$ cat src/rtl/core/ebgd_pkg.sv
// ----------------------------------------------------------------------------
// ebgd_pkg
// Shared types and constants for the energy burst gesture detector: register
// map, reset values, phase codes and the control bundles between modules.
// ----------------------------------------------------------------------------
package ebgd_pkg;

   localparam int SAMPLE_BITS_DEF = 16;

   // configuration port
   localparam int CSR_W     = 16;
   localparam int CSR_IDX_W = 3;

   localparam logic [CSR_IDX_W-1:0] REG_SMOOTHING_COEFF  = 3'd0;
   localparam logic [CSR_IDX_W-1:0] REG_TRIGGER_RATIO    = 3'd1;
   localparam logic [CSR_IDX_W-1:0] REG_TRIGGER_FLOOR    = 3'd2;
   localparam logic [CSR_IDX_W-1:0] REG_EXIT_RATIO       = 3'd3;
   localparam logic [CSR_IDX_W-1:0] REG_SCAN_LENGTH      = 3'd4;
   localparam logic [CSR_IDX_W-1:0] REG_EARLY_EXIT_COUNT = 3'd5;

   localparam int COEFF_W = 16;
   localparam int RATIO_W = 12;
   localparam int COUNT_W = 16;

   localparam logic [COEFF_W-1:0] RST_SMOOTHING_COEFF  = 16'd64225;
   localparam logic [RATIO_W-1:0] RST_TRIGGER_RATIO    = 12'd512;
   localparam logic [CSR_W-1:0]   RST_TRIGGER_FLOOR    = 16'd328;
   localparam logic [RATIO_W-1:0] RST_EXIT_RATIO       = 12'd128;
   localparam logic [COUNT_W-1:0] RST_SCAN_LENGTH      = 16'd24000;
   localparam logic [COUNT_W-1:0] RST_EARLY_EXIT_COUNT = 16'd12000;

   localparam logic [COUNT_W-1:0] COUNT_MAX = {COUNT_W{1'b1}};

   // multiplier operand B carries 65536 - coeff, so one bit wider than coeff
   localparam int MUL_B_W = COEFF_W + 1;
   localparam logic [MUL_B_W-1:0] COEFF_ONE = {1'b1, {COEFF_W{1'b0}}};

   // phase codes
   localparam int PHASE_W = 2;
   localparam logic [PHASE_W-1:0] MODE_IDLE = 2'd0;
   localparam logic [PHASE_W-1:0] MODE_SCAN = 2'd1;
   localparam logic [PHASE_W-1:0] MODE_LOCK = 2'd2;

   typedef struct packed {
      logic [COEFF_W-1:0] smoothing_coeff;
      logic [RATIO_W-1:0] trigger_ratio;
      logic [CSR_W-1:0]   trigger_floor;
      logic [RATIO_W-1:0] exit_ratio;
      logic [COUNT_W-1:0] scan_length;
      logic [COUNT_W-1:0] early_exit_count;
   } cfg_type;

   typedef struct packed {
      logic mul_en;     // register a new product
      logic acc_init;   // load rounding constant into accumulator
      logic acc_add;    // add product into accumulator
      logic acc_shift;  // product enters the sum shifted left by 8
   } mac_ctrl_type;

endpackage

$ cat src/rtl/core/ebgd_req_if.sv
// ----------------------------------------------------------------------------
// ebgd_req_if
// Input channel: one stereo sample pair per beat.
// ----------------------------------------------------------------------------
interface ebgd_req_if #(
   parameter int SAMPLE_BITS = ebgd_pkg::SAMPLE_BITS_DEF
) ();
   logic                          valid;
   logic                          ready;
   logic signed [SAMPLE_BITS-1:0] sample_left;
   logic signed [SAMPLE_BITS-1:0] sample_right;

   modport source (output valid, output sample_left, output sample_right, input ready);
   modport sink   (input valid, input sample_left, input sample_right, output ready);
endinterface

$ cat src/rtl/core/ebgd_rsp_if.sv
// ----------------------------------------------------------------------------
// ebgd_rsp_if
// Result channel: phase, captured level and smoothed level per beat.
// ----------------------------------------------------------------------------
interface ebgd_rsp_if #(
   parameter int SAMPLE_BITS = ebgd_pkg::SAMPLE_BITS_DEF
) ();
   logic                     valid;
   logic                     ready;
   logic [1:0]               phase;
   logic [SAMPLE_BITS-1:0]   captured_level;
   logic [SAMPLE_BITS+6:0]   average_level;

   modport source (output valid, output phase, output captured_level,
                   output average_level, input ready);
   modport sink   (input valid, input phase, input captured_level,
                   input average_level, output ready);
endinterface

$ cat src/rtl/core/ebgd_csr.sv
// ----------------------------------------------------------------------------
// ebgd_csr
// Configuration register file, write only, excess data bits dropped.
// ----------------------------------------------------------------------------
module ebgd_csr (
   input  logic                          clock,
   input  logic                          reset,
   input  logic                          csr_write_enable,
   input  logic [ebgd_pkg::CSR_IDX_W-1:0] csr_index,
   input  logic [ebgd_pkg::CSR_W-1:0]     csr_write_data,
   output ebgd_pkg::cfg_type              cfg
);
   import ebgd_pkg::*;

   cfg_type cfg_ff;
   cfg_type cfg_in;

   always_comb begin
      cfg_in = cfg_ff;
      if (csr_write_enable) begin
         case (csr_index)
            REG_SMOOTHING_COEFF:  cfg_in.smoothing_coeff  = csr_write_data[COEFF_W-1:0];
            REG_TRIGGER_RATIO:    cfg_in.trigger_ratio    = csr_write_data[RATIO_W-1:0];
            REG_TRIGGER_FLOOR:    cfg_in.trigger_floor    = csr_write_data;
            REG_EXIT_RATIO:       cfg_in.exit_ratio       = csr_write_data[RATIO_W-1:0];
            REG_SCAN_LENGTH:      cfg_in.scan_length      = csr_write_data[COUNT_W-1:0];
            REG_EARLY_EXIT_COUNT: cfg_in.early_exit_count = csr_write_data[COUNT_W-1:0];
            default:              cfg_in = cfg_ff;
         endcase
      end
   end

   always_ff @(posedge clock) begin
      if (reset) begin
         cfg_ff.smoothing_coeff  <= RST_SMOOTHING_COEFF;
         cfg_ff.trigger_ratio    <= RST_TRIGGER_RATIO;
         cfg_ff.trigger_floor    <= RST_TRIGGER_FLOOR;
         cfg_ff.exit_ratio       <= RST_EXIT_RATIO;
         cfg_ff.scan_length      <= RST_SCAN_LENGTH;
         cfg_ff.early_exit_count <= RST_EARLY_EXIT_COUNT;
      end else begin
         cfg_ff <= cfg_in;
      end
   end

   assign cfg = cfg_ff;

endmodule

$ cat src/rtl/core/ebgd_mac.sv
// ----------------------------------------------------------------------------
// ebgd_mac
// Shared multiplier with registered product and a rounding accumulator.
// Used for both average terms and both ratio products.
// ----------------------------------------------------------------------------
module ebgd_mac #(
   parameter int A_W   = 23,
   parameter int ACC_W = 41
) (
   input  logic                           clock,
   input  ebgd_pkg::mac_ctrl_type         ctrl,
   input  logic [A_W-1:0]                 op_a,
   input  logic [ebgd_pkg::MUL_B_W-1:0]   op_b,
   output logic [A_W+ebgd_pkg::MUL_B_W-1:0] prod,
   output logic [ACC_W-1:0]               acc
);
   import ebgd_pkg::*;

   localparam int PROD_W = A_W + MUL_B_W;
   localparam logic [ACC_W-1:0] ROUND_HALF = ACC_W'(1) << (COEFF_W - 1);

   logic [PROD_W-1:0] prod_ff;
   logic [PROD_W-1:0] prod_in;
   logic [ACC_W-1:0]  acc_ff;
   logic [ACC_W-1:0]  acc_in;
   logic [ACC_W-1:0]  addend;

   assign prod_in = PROD_W'(op_a) * PROD_W'(op_b);
   assign addend  = ctrl.acc_shift ? ACC_W'({prod_ff, 8'b0}) : ACC_W'(prod_ff);

   always_comb begin
      acc_in = acc_ff;
      if (ctrl.acc_init) begin
         acc_in = ROUND_HALF;
      end else if (ctrl.acc_add) begin
         acc_in = acc_ff + addend;
      end
   end

   always_ff @(posedge clock) begin
      if (ctrl.mul_en) begin
         prod_ff <= prod_in;
      end
      acc_ff <= acc_in;
   end

   assign prod = prod_ff;
   assign acc  = acc_ff;

endmodule

$ cat src/rtl/core/energy_burst_gesture_detector.sv
// ----------------------------------------------------------------------------
// energy_burst_gesture_detector
// Tracks the level of a stereo stream and detects an energy burst.
// ----------------------------------------------------------------------------
// Usage:
//   req_chan carries one stereo sample pair per beat; rsp_chan returns one
//   beat per sample: phase (0 idle, 1 scanning, 2 locked), the level captured
//   at lock (zero before) and the updated smoothed level, Q(SAMPLE_BITS-1).8.
//   csr_* writes a register; write only while no sample is in flight.
//   Sequence: a sample accepted in idle runs through the steps MUL_OLD,
//   MUL_NEW, ACC_NEW, AVG, MUL_TRIG, MUL_EXIT and DECIDE, and a new sample
//   is accepted only once the sequencer is back in idle. Four products (old
//   average times coefficient, level times its complement, average times
//   both ratios) share a single multiplier under a small sequencer.
//   The result sits in an output register, so the next sample is accepted
//   while a result still waits; if the receiver stalls, the sequencer holds
//   in its last step until the output register frees up.
//   Reset (synchronous, active high) returns the registers to their defaults,
//   phase to idle, and clears average, count and captured level. Lock holds
//   until reset.
// ----------------------------------------------------------------------------
module energy_burst_gesture_detector #(
   parameter int SAMPLE_BITS = ebgd_pkg::SAMPLE_BITS_DEF
) (
   input  logic                            clock,
   input  logic                            reset,
   ebgd_req_if.sink                        req_chan,
   ebgd_rsp_if.source                      rsp_chan,
   input  logic                            csr_write_enable,
   input  logic [ebgd_pkg::CSR_IDX_W-1:0]  csr_index,
   input  logic [ebgd_pkg::CSR_W-1:0]      csr_write_data
);
   import ebgd_pkg::*;

   localparam int AVG_BITS = SAMPLE_BITS + 7;
   localparam int PROD_W   = AVG_BITS + MUL_B_W;
   localparam int ACC_W    = SAMPLE_BITS + 25;
   localparam int RAW_W    = ACC_W - COEFF_W;
   localparam int CMP_W    = (SAMPLE_BITS > CSR_W) ? SAMPLE_BITS : CSR_W;
   localparam logic [AVG_BITS-1:0] AVG_MAX = {AVG_BITS{1'b1}};

   localparam int ST_W = 3;
   localparam logic [ST_W-1:0] ST_IDLE     = 3'd0;
   localparam logic [ST_W-1:0] ST_MUL_OLD  = 3'd1;
   localparam logic [ST_W-1:0] ST_MUL_NEW  = 3'd2;
   localparam logic [ST_W-1:0] ST_ACC_NEW  = 3'd3;
   localparam logic [ST_W-1:0] ST_AVG      = 3'd4;
   localparam logic [ST_W-1:0] ST_MUL_TRIG = 3'd5;
   localparam logic [ST_W-1:0] ST_MUL_EXIT = 3'd6;
   localparam logic [ST_W-1:0] ST_DECIDE   = 3'd7;

   cfg_type      cfg;
   mac_ctrl_type mac_ctrl;
   logic [AVG_BITS-1:0]    op_a;
   logic [MUL_B_W-1:0]     op_b;
   logic [PROD_W-1:0]      prod;
   logic [ACC_W-1:0]       acc;

   logic [ST_W-1:0]        state_ff, state_in;
   logic [PHASE_W-1:0]     mode_ff, mode_in;
   logic [AVG_BITS-1:0]    smoothed_ff, smoothed_in;
   logic [COUNT_W-1:0]     scan_count_ff, scan_count_in;
   logic [SAMPLE_BITS-1:0] held_level_ff, held_level_in;
   logic [SAMPLE_BITS-1:0] level_ff, level_in;
   logic                   trig_hit_ff, trig_hit_in;

   logic                   rsp_valid_ff, rsp_valid_in;
   logic [PHASE_W-1:0]     rsp_phase_ff, rsp_phase_in;
   logic [SAMPLE_BITS-1:0] rsp_level_ff, rsp_level_in;
   logic [AVG_BITS-1:0]    rsp_avg_ff, rsp_avg_in;

   logic [SAMPLE_BITS-1:0] mag_left, mag_right;
   logic [SAMPLE_BITS:0]   mag_sum;
   logic                   req_fire, out_free;
   logic [PROD_W-1:0]      level_scaled;
   logic [RAW_W-1:0]       avg_raw;
   logic [COUNT_W-1:0]     count_inc;
   logic                   exit_low, lock;

   ebgd_csr u_csr (
      .clock            (clock),
      .reset            (reset),
      .csr_write_enable (csr_write_enable),
      .csr_index        (csr_index),
      .csr_write_data   (csr_write_data),
      .cfg              (cfg)
   );

   ebgd_mac #(
      .A_W   (AVG_BITS),
      .ACC_W (ACC_W)
   ) u_mac (
      .clock (clock),
      .ctrl  (mac_ctrl),
      .op_a  (op_a),
      .op_b  (op_b),
      .prod  (prod),
      .acc   (acc)
   );

   // |x| fits in SAMPLE_BITS unsigned, including the most negative code
   assign mag_left  = req_chan.sample_left[SAMPLE_BITS-1]
                      ? SAMPLE_BITS'(~req_chan.sample_left + 1'b1)
                      : SAMPLE_BITS'(req_chan.sample_left);
   assign mag_right = req_chan.sample_right[SAMPLE_BITS-1]
                      ? SAMPLE_BITS'(~req_chan.sample_right + 1'b1)
                      : SAMPLE_BITS'(req_chan.sample_right);
   assign mag_sum   = {1'b0, mag_left} + {1'b0, mag_right};

   assign req_chan.ready = (state_ff == ST_IDLE);
   assign req_fire       = req_chan.valid && req_chan.ready;
   assign out_free       = !rsp_valid_ff || rsp_chan.ready;

   assign level_scaled = PROD_W'({level_ff, 16'b0});
   assign avg_raw      = acc[ACC_W-1:COEFF_W];
   assign count_inc    = (scan_count_ff == COUNT_MAX) ? COUNT_MAX
                                                      : scan_count_ff + 1'b1;
   assign exit_low     = level_scaled < prod;

   // operand select and sequencing
   always_comb begin
      op_a     = smoothed_ff;
      op_b     = MUL_B_W'(cfg.smoothing_coeff);
      mac_ctrl = '0;
      state_in = state_ff;
      level_in = level_ff;
      case (state_ff)
         ST_IDLE: begin
            if (req_fire) begin
               level_in = mag_sum[SAMPLE_BITS:1];
               state_in = ST_MUL_OLD;
            end
         end
         ST_MUL_OLD: begin
            mac_ctrl.mul_en   = 1'b1;
            mac_ctrl.acc_init = 1'b1;
            state_in          = ST_MUL_NEW;
         end
         ST_MUL_NEW: begin
            op_a             = AVG_BITS'(level_ff);
            op_b             = COEFF_ONE - MUL_B_W'(cfg.smoothing_coeff);
            mac_ctrl.mul_en  = 1'b1;
            mac_ctrl.acc_add = 1'b1;
            state_in         = ST_ACC_NEW;
         end
         ST_ACC_NEW: begin
            mac_ctrl.acc_add   = 1'b1;
            mac_ctrl.acc_shift = 1'b1;
            state_in           = ST_AVG;
         end
         ST_AVG: begin
            state_in = ST_MUL_TRIG;
         end
         ST_MUL_TRIG: begin
            op_b            = MUL_B_W'(cfg.trigger_ratio);
            mac_ctrl.mul_en = 1'b1;
            state_in        = ST_MUL_EXIT;
         end
         ST_MUL_EXIT: begin
            op_b            = MUL_B_W'(cfg.exit_ratio);
            mac_ctrl.mul_en = 1'b1;
            state_in        = ST_DECIDE;
         end
         ST_DECIDE: begin
            if (out_free) begin
               state_in = ST_IDLE;
            end
         end
         default: begin
            state_in = ST_IDLE;
         end
      endcase
   end

   // average update, trigger compare, phase decision
   always_comb begin
      smoothed_in   = smoothed_ff;
      trig_hit_in   = trig_hit_ff;
      mode_in       = mode_ff;
      scan_count_in = scan_count_ff;
      held_level_in = held_level_ff;
      lock          = 1'b0;
      rsp_valid_in  = rsp_valid_ff && !rsp_chan.ready;
      rsp_phase_in  = rsp_phase_ff;
      rsp_level_in  = rsp_level_ff;
      rsp_avg_in    = rsp_avg_ff;

      if (state_ff == ST_AVG) begin
         if (|avg_raw[RAW_W-1:AVG_BITS]) begin
            smoothed_in = AVG_MAX;
         end else begin
            smoothed_in = avg_raw[AVG_BITS-1:0];
         end
      end

      // product register holds the trigger product during this step
      if (state_ff == ST_MUL_EXIT) begin
         trig_hit_in = (level_scaled > prod) &&
                       (CMP_W'(level_ff) > CMP_W'(cfg.trigger_floor));
      end

      if (state_ff == ST_DECIDE && out_free) begin
         if (mode_ff == MODE_IDLE) begin
            if (trig_hit_ff) begin
               mode_in       = MODE_SCAN;
               scan_count_in = '0;
            end
         end else if (mode_ff == MODE_SCAN) begin
            scan_count_in = count_inc;
            lock = (count_inc >= cfg.scan_length) ||
                   (exit_low && (count_inc > cfg.early_exit_count));
            if (lock) begin
               mode_in       = MODE_LOCK;
               held_level_in = level_ff;
            end
         end
         rsp_valid_in = 1'b1;
         rsp_phase_in = mode_in;
         rsp_level_in = held_level_in;
         rsp_avg_in   = smoothed_ff;
      end
   end

   always_ff @(posedge clock) begin
      if (reset) begin
         state_ff      <= ST_IDLE;
         mode_ff       <= MODE_IDLE;
         smoothed_ff   <= '0;
         scan_count_ff <= '0;
         held_level_ff <= '0;
         rsp_valid_ff  <= 1'b0;
      end else begin
         state_ff      <= state_in;
         mode_ff       <= mode_in;
         smoothed_ff   <= smoothed_in;
         scan_count_ff <= scan_count_in;
         held_level_ff <= held_level_in;
         rsp_valid_ff  <= rsp_valid_in;
      end
   end

   always_ff @(posedge clock) begin
      level_ff     <= level_in;
      trig_hit_ff  <= trig_hit_in;
      rsp_phase_ff <= rsp_phase_in;
      rsp_level_ff <= rsp_level_in;
      rsp_avg_ff   <= rsp_avg_in;
   end

   assign rsp_chan.valid          = rsp_valid_ff;
   assign rsp_chan.phase          = rsp_phase_ff;
   assign rsp_chan.captured_level = rsp_level_ff;
   assign rsp_chan.average_level  = rsp_avg_ff;

   // a result is loaded only by the decision step
   a_rsp_from_decide: assert property (@(posedge clock) disable iff (reset)
      $rose(rsp_chan.valid) |-> $past(state_ff == ST_DECIDE))
      else $error("result raised outside decision step");

   // an accepted sample always starts the sequence
   a_accept_starts: assert property (@(posedge clock) disable iff (reset)
      req_fire |=> (state_ff == ST_MUL_OLD))
      else $error("accepted sample did not start the sequence");

   // lock is sticky until reset
   a_lock_holds: assert property (@(posedge clock) disable iff (reset)
      (mode_ff == MODE_LOCK) |=> (mode_ff == MODE_LOCK))
      else $error("locked phase left without reset");

   // a new result never overwrites one still waiting
   a_no_overwrite: assert property (@(posedge clock) disable iff (reset)
      (rsp_valid_ff && !rsp_chan.ready) |=> (state_ff != ST_IDLE) || rsp_valid_ff)
      else $error("pending result dropped");

endmodule
$ cat src/flat_wrapper.sv
// flat-port wrapper written by rule: the top's interface ports become plain ports
module energy_burst_gesture_detector_flat import ebgd_pkg::*;
#(
   parameter int SAMPLE_BITS = ebgd_pkg::SAMPLE_BITS_DEF
)
  (clock, reset, csr_write_enable, csr_index, csr_write_data, req_chan_valid, req_chan_sample_left, req_chan_sample_right, req_chan_ready, rsp_chan_valid, rsp_chan_phase, rsp_chan_captured_level, rsp_chan_average_level, rsp_chan_ready);
  ebgd_req_if #(.SAMPLE_BITS(SAMPLE_BITS)) req_chan_i ();
  ebgd_rsp_if #(.SAMPLE_BITS(SAMPLE_BITS)) rsp_chan_i ();
  input  logic clock;
  input  logic reset;
  input  logic csr_write_enable;
  input  logic [ebgd_pkg::CSR_IDX_W-1:0] csr_index;
  input  logic [ebgd_pkg::CSR_W-1:0] csr_write_data;
  input wire logic [$bits(req_chan_i.valid)-1:0] req_chan_valid;
  input wire logic [$bits(req_chan_i.sample_left)-1:0] req_chan_sample_left;
  input wire logic [$bits(req_chan_i.sample_right)-1:0] req_chan_sample_right;
  output wire logic [$bits(req_chan_i.ready)-1:0] req_chan_ready;
  output wire logic [$bits(rsp_chan_i.valid)-1:0] rsp_chan_valid;
  output wire logic [$bits(rsp_chan_i.phase)-1:0] rsp_chan_phase;
  output wire logic [$bits(rsp_chan_i.captured_level)-1:0] rsp_chan_captured_level;
  output wire logic [$bits(rsp_chan_i.average_level)-1:0] rsp_chan_average_level;
  input wire logic [$bits(rsp_chan_i.ready)-1:0] rsp_chan_ready;
  assign req_chan_i.valid = req_chan_valid;
  assign req_chan_i.sample_left = req_chan_sample_left;
  assign req_chan_i.sample_right = req_chan_sample_right;
  assign req_chan_ready = req_chan_i.ready;
  assign rsp_chan_valid = rsp_chan_i.valid;
  assign rsp_chan_phase = rsp_chan_i.phase;
  assign rsp_chan_captured_level = rsp_chan_i.captured_level;
  assign rsp_chan_average_level = rsp_chan_i.average_level;
  assign rsp_chan_i.ready = rsp_chan_ready;
  energy_burst_gesture_detector #(.SAMPLE_BITS(SAMPLE_BITS)) u_core (.clock(clock), .reset(reset), .req_chan(req_chan_i), .rsp_chan(rsp_chan_i), .csr_write_enable(csr_write_enable), .csr_index(csr_index), .csr_write_data(csr_write_data));
endmodule
$ cat config.mk
export PLATFORM = sky130hd
export DESIGN_NAME = energy_burst_gesture_detector_flat
export DESIGN_NICKNAME = d
export VERILOG_FILES = /design/src/rtl/core/ebgd_pkg.sv /design/src/rtl/core/ebgd_req_if.sv /design/src/rtl/core/ebgd_rsp_if.sv /design/src/rtl/core/ebgd_csr.sv /design/src/rtl/core/ebgd_mac.sv /design/src/rtl/core/energy_burst_gesture_detector.sv /design/src/flat_wrapper.sv
export SDC_FILE = /design/constraint.sdc
export NUM_CORES = 2
export LEC_CHECK = 0
export ABC_AREA = 0
export BUFFER_PORTS_ARGS = -buffer_cell sky130_fd_sc_hd__buf_2
export CORE_MARGIN = 2
export CORE_UTILIZATION = 31
export CTS_BUF_LIST = sky130_fd_sc_hd__clkbuf_4 sky130_fd_sc_hd__clkbuf_8
export DETAILED_ROUTE_END_ITERATION = 12
export SYNTH_ARGS = -nofsm -noshare
export SYNTH_HDL_FRONTEND = slang
export SYNTH_SLANG_ARGS = --single-unit
$ cat constraint.sdc
create_clock -name clock -period 9.9 [get_ports clock]
set_input_delay 0.99 -clock clock [delete_from_list [all_inputs] [get_ports clock]]
set_output_delay 0.99 -clock clock [all_outputs]
set_load 0.02 [all_outputs]
==> summary.md <==
| Metric | Value |
|---|---|
| FF-to-FF End | `u_core.u_mac.prod[39]` |
| Post-synth ARST share | `0%` |
| Design area | `32000 um^2` |
| Clk buf depth | `3` |
| Cell repeated most along the worst path | `fa_1` |
| Post-DP Area | `31000 um^2` |
| Min-delay worst type | `reg2reg` |
| Clk_skew | `0.0433 ns` |
| Fin crit period | `9.25 ns` |
| Power Density | `181 nW/um^2` |
| Total Routing Usage GR | `17.8%` |
| ANT nets after route | `0` |
| DIE WIDTH | `310 um` |
| CP endpoint | `u_core.u_mac.prod[39]` |
| Clk sink count | `288` |
| Die ar. | `95800 um^2` |
| CTS tree | `yes` |
| Total Neg Setup Slack | `0 ns` |
| Final Hold Vio Count | `0` |
| Clock latency at the later pin of the worst-skew pair | `0.61 ns` |
| Synth Instances | `3430` |
| Hold Path Origin | `u_core.u_csr.cfg[48]` |
| RR Startpoint | `u_core.state_ff[0]` |
| Crit path max fanout | `13` |
| Max Clock Freq | `108 MHz` |
| Num CTS Buffers | `46` |
| Cell with the most instances after synthesis | `nand2_1` |
| Die Y | `310 um` |
| Core box area | `92900 um^2` |
| Avg Inst Size Synth | `8.44 um^2` |
| Worst Setup SP | `u_core.state_ff[0]` |
| Top cells by area, synth | `fa_1 (22%), dfxtp_1 (13%), ha_1 (10%), edfxtp_1 (10%), nand2_1 (8.2%)` |
| Largest area contributor in the netlist | `fa_1` |
| Post-synth top area share | `21.9%` |
| Vias in the first global route | `23300` |
| Root Driver | `clkbuf_8` |
| Sequential share of the synthesized area | `23.3%` |
| Post-synthesis cell type count | `71` |
| H-tree levels | `2` |
| Ports | `99` |
| Tcrit/Tclk final | `93.4%` |
| Leakage power | `14.8 nW` |
| Ratio of cells with drive above 1 in the final layout | `8.66%` |
| Hold_buf cts | `0` |
| Max Cap Violations | `0` |
| EDFF count, synth | `98` |
| Hold slack | `0.454 ns` |
| Global-route wire length before repair | `133 mm` |
| CP max-delay cell | `fa_1` |
| Initial antenna violation count | `1` |
| Synthesis-to-finish area growth | `10.5%` |
| Yosys warns | `0` |
| Synth Flop Type | `dfxtp_1` |
| Worst vdd ir | `0.104 mV` |
| Vias | `23400` |
| 1st-pass router iterations | `5` |
| Pin count of the biggest net entering global routing | `94` |
| Worst Path Arrival | `9.57 ns` |
| R2r worst-path depth | `28` |
| Max incr delay on CP | `0.58 ns` |
| Post-synthesis register bit count | `288` |
| Crit start category | `flip-flop` |
| Final setup fails | `0` |
| Post-cts sizing count | `0` |
| Outcome | `finished clean` |
| Crit. End Element | `flip-flop` |
| Worst path required time | `10.22 ns` |
| Global route overflow | `0` |
| Port Buffers | `98` |
| Worst Tran Pin Value | `1.08 ns` |
| R2r setup slk | `0.65 ns` |
| Routed len/inst | `17.6 um` |
| RSZ-0062 raised after global routing | `false` |
| GP Congestion | `0.924` |
| Std-Cell Rows | `112` |
| Setup Buffers After CTS | `0` |
| Starting Density | `31.1%` |
| Post-synth top cells | `nand2_1 (630), inv_1 (488), fa_1 (316)` |
| Residual DRC | `0` |
| Layout Nets | `4118` |
| Final slew viol count | `0` |
| Vias per cell | `4.86` |
| WS Path Type | `reg2reg` |
| Worst-path clk slew | `0.06 ns` |
| Synth Cell Area | `28900 um^2` |
| Initial DRC count | `1606` |
| Total Wirelength | `84.7 mm` |
| Dpl hpwl | `68.4 mm` |
| Slew HR | `27.7%` |
how the worst min path moves through the flow:
stage | cells past startpoint | slack (ns) | end
finish | 2 | 0.45 | u_core.u_csr.cfg[48]
global placement | 2 | 0.44 | u_core.u_csr.cfg[14]
floorplan | 0 | 0.42 | u_core.rsp_chan.average_level[20]
detailed placement | 2 | 0.45 | u_core.u_csr.cfg[71]
CTS | 2 | 0.45 | u_core.u_csr.cfg[71]
global route | 2 | 0.47 | u_core.u_csr.cfg[57]
power breakdown:
part / total [W] / switching [W] / internal, W
logic: 0.00307 / 0.00184 / 0.00123
registers: 0.00162 / 0.000175 / 0.00144
clock network: 0.00111 / 0.000505 / 0.000601
cells by family (layout without fill, tap and decap cells):
family / count (synthesis) / count (layout) / synth area share (%)
xor gates and xnor gates: 114 / 114 / 3.45
adders and majority gates: 553 / 553 / 32.1
and+or+nand+nor: 1269 / 1269 / 19.3
other: 2 / 9 / 0.0260
AOI/OAI and AO/OA: 507 / 507 / 10.9
DFF: 288 / 288 / 23.3
buffers and inverters: 623 / 734 / 8.16
muxes: 74 / 74 / 2.72
flip-flops by register name, indices dropped and copies added, names as in the netlist:
register and cells:
u_core.held_level_ff 16, u_core.level_ff 16, u_core.mode_ff 2, u_core.rsp_chan.average_level 23
u_core.rsp_chan.captured_level 16, u_core.rsp_chan.phase 2, u_core.rsp_chan.valid 1, u_core.scan_count_ff 16
u_core.smoothed_ff 23, u_core.state_ff 3, u_core.trig_hit_ff 1, u_core.u_csr.cfg 88
u_core.u_mac.acc 41, u_core.u_mac.prod 40
stage by stage:
stage / util [%] / setup slack, ns / instances / power, W
final: 34.4 / 0.650 / 4802 / 0.00580
after global routing: 34.4 / 0.162 / 4801 / 0.00629
after CTS: 34.4 / 0.420 / 4800 / 0.00580
after detailed placement: 33.3 / 0.484 / 4715 / 0.00467
after global placement: 33.3 / 0.599 / 4715 / 0.00464
after floorplan: - / 1.42 / 3435 / 0.00385
placed cells by master (no fill, tap or decap), types with 18 or more instances in the layout:
cell,instances
nand3b_1,30
mux2_2,38
xnor2_1,86
a22oi_1,18
fa_1,316
nand4_1,19
nor3_1,48
nand2b_1,66
nor2b_1,31
buf_4,64
dfxtp_1,190
nand3_1,27
nand2_1,629
inv_1,487
ha_1,237
nor2_1,303
a21oi_1,187
buf_2,97
and2_1,35
clkbuf_8,52
mux2i_1,36
a21o_1,58
xor2_1,28
o21ai_0,87
or3_1,23
edfxtp_1,98
o21a_1,27
per-layer routing:
layer  part of all wire, %  track usage, %  vias to the layer above
met5                     0               0                        -
met4                   4.1            6.76                        0
met3                   6.5            2.55                      132
met2                    44            28.0                      657
met1                    45            24.7                    11300
li1                      -               -                    11200
cell type report:
class | instances | area, um^2
clock buffers | 68 | 836
multi-input cells | 2524 | 19900
diodes | 2 | 5.00
flip-flops and latches | 288 | 6750
repair buffers | 161 | 966
inverters | 488 | 1830
well taps | 1254 | 1570
clock inverters | 17 | 151
fillers | 9757 | 60900
critical path, delay by kind of cell (launching register included):
family                     cells  cell delay [ns]
adders and majority gates      7             3.57
AOI/OAI and AO/OA             10             2.90
and+or+nand+nor                4             1.28
buffers and inverters          6             0.70
DFF                            1             0.43
xor gates and xnor gates       1             0.10
No activity file was read; power rests on OpenSTA's default activity.
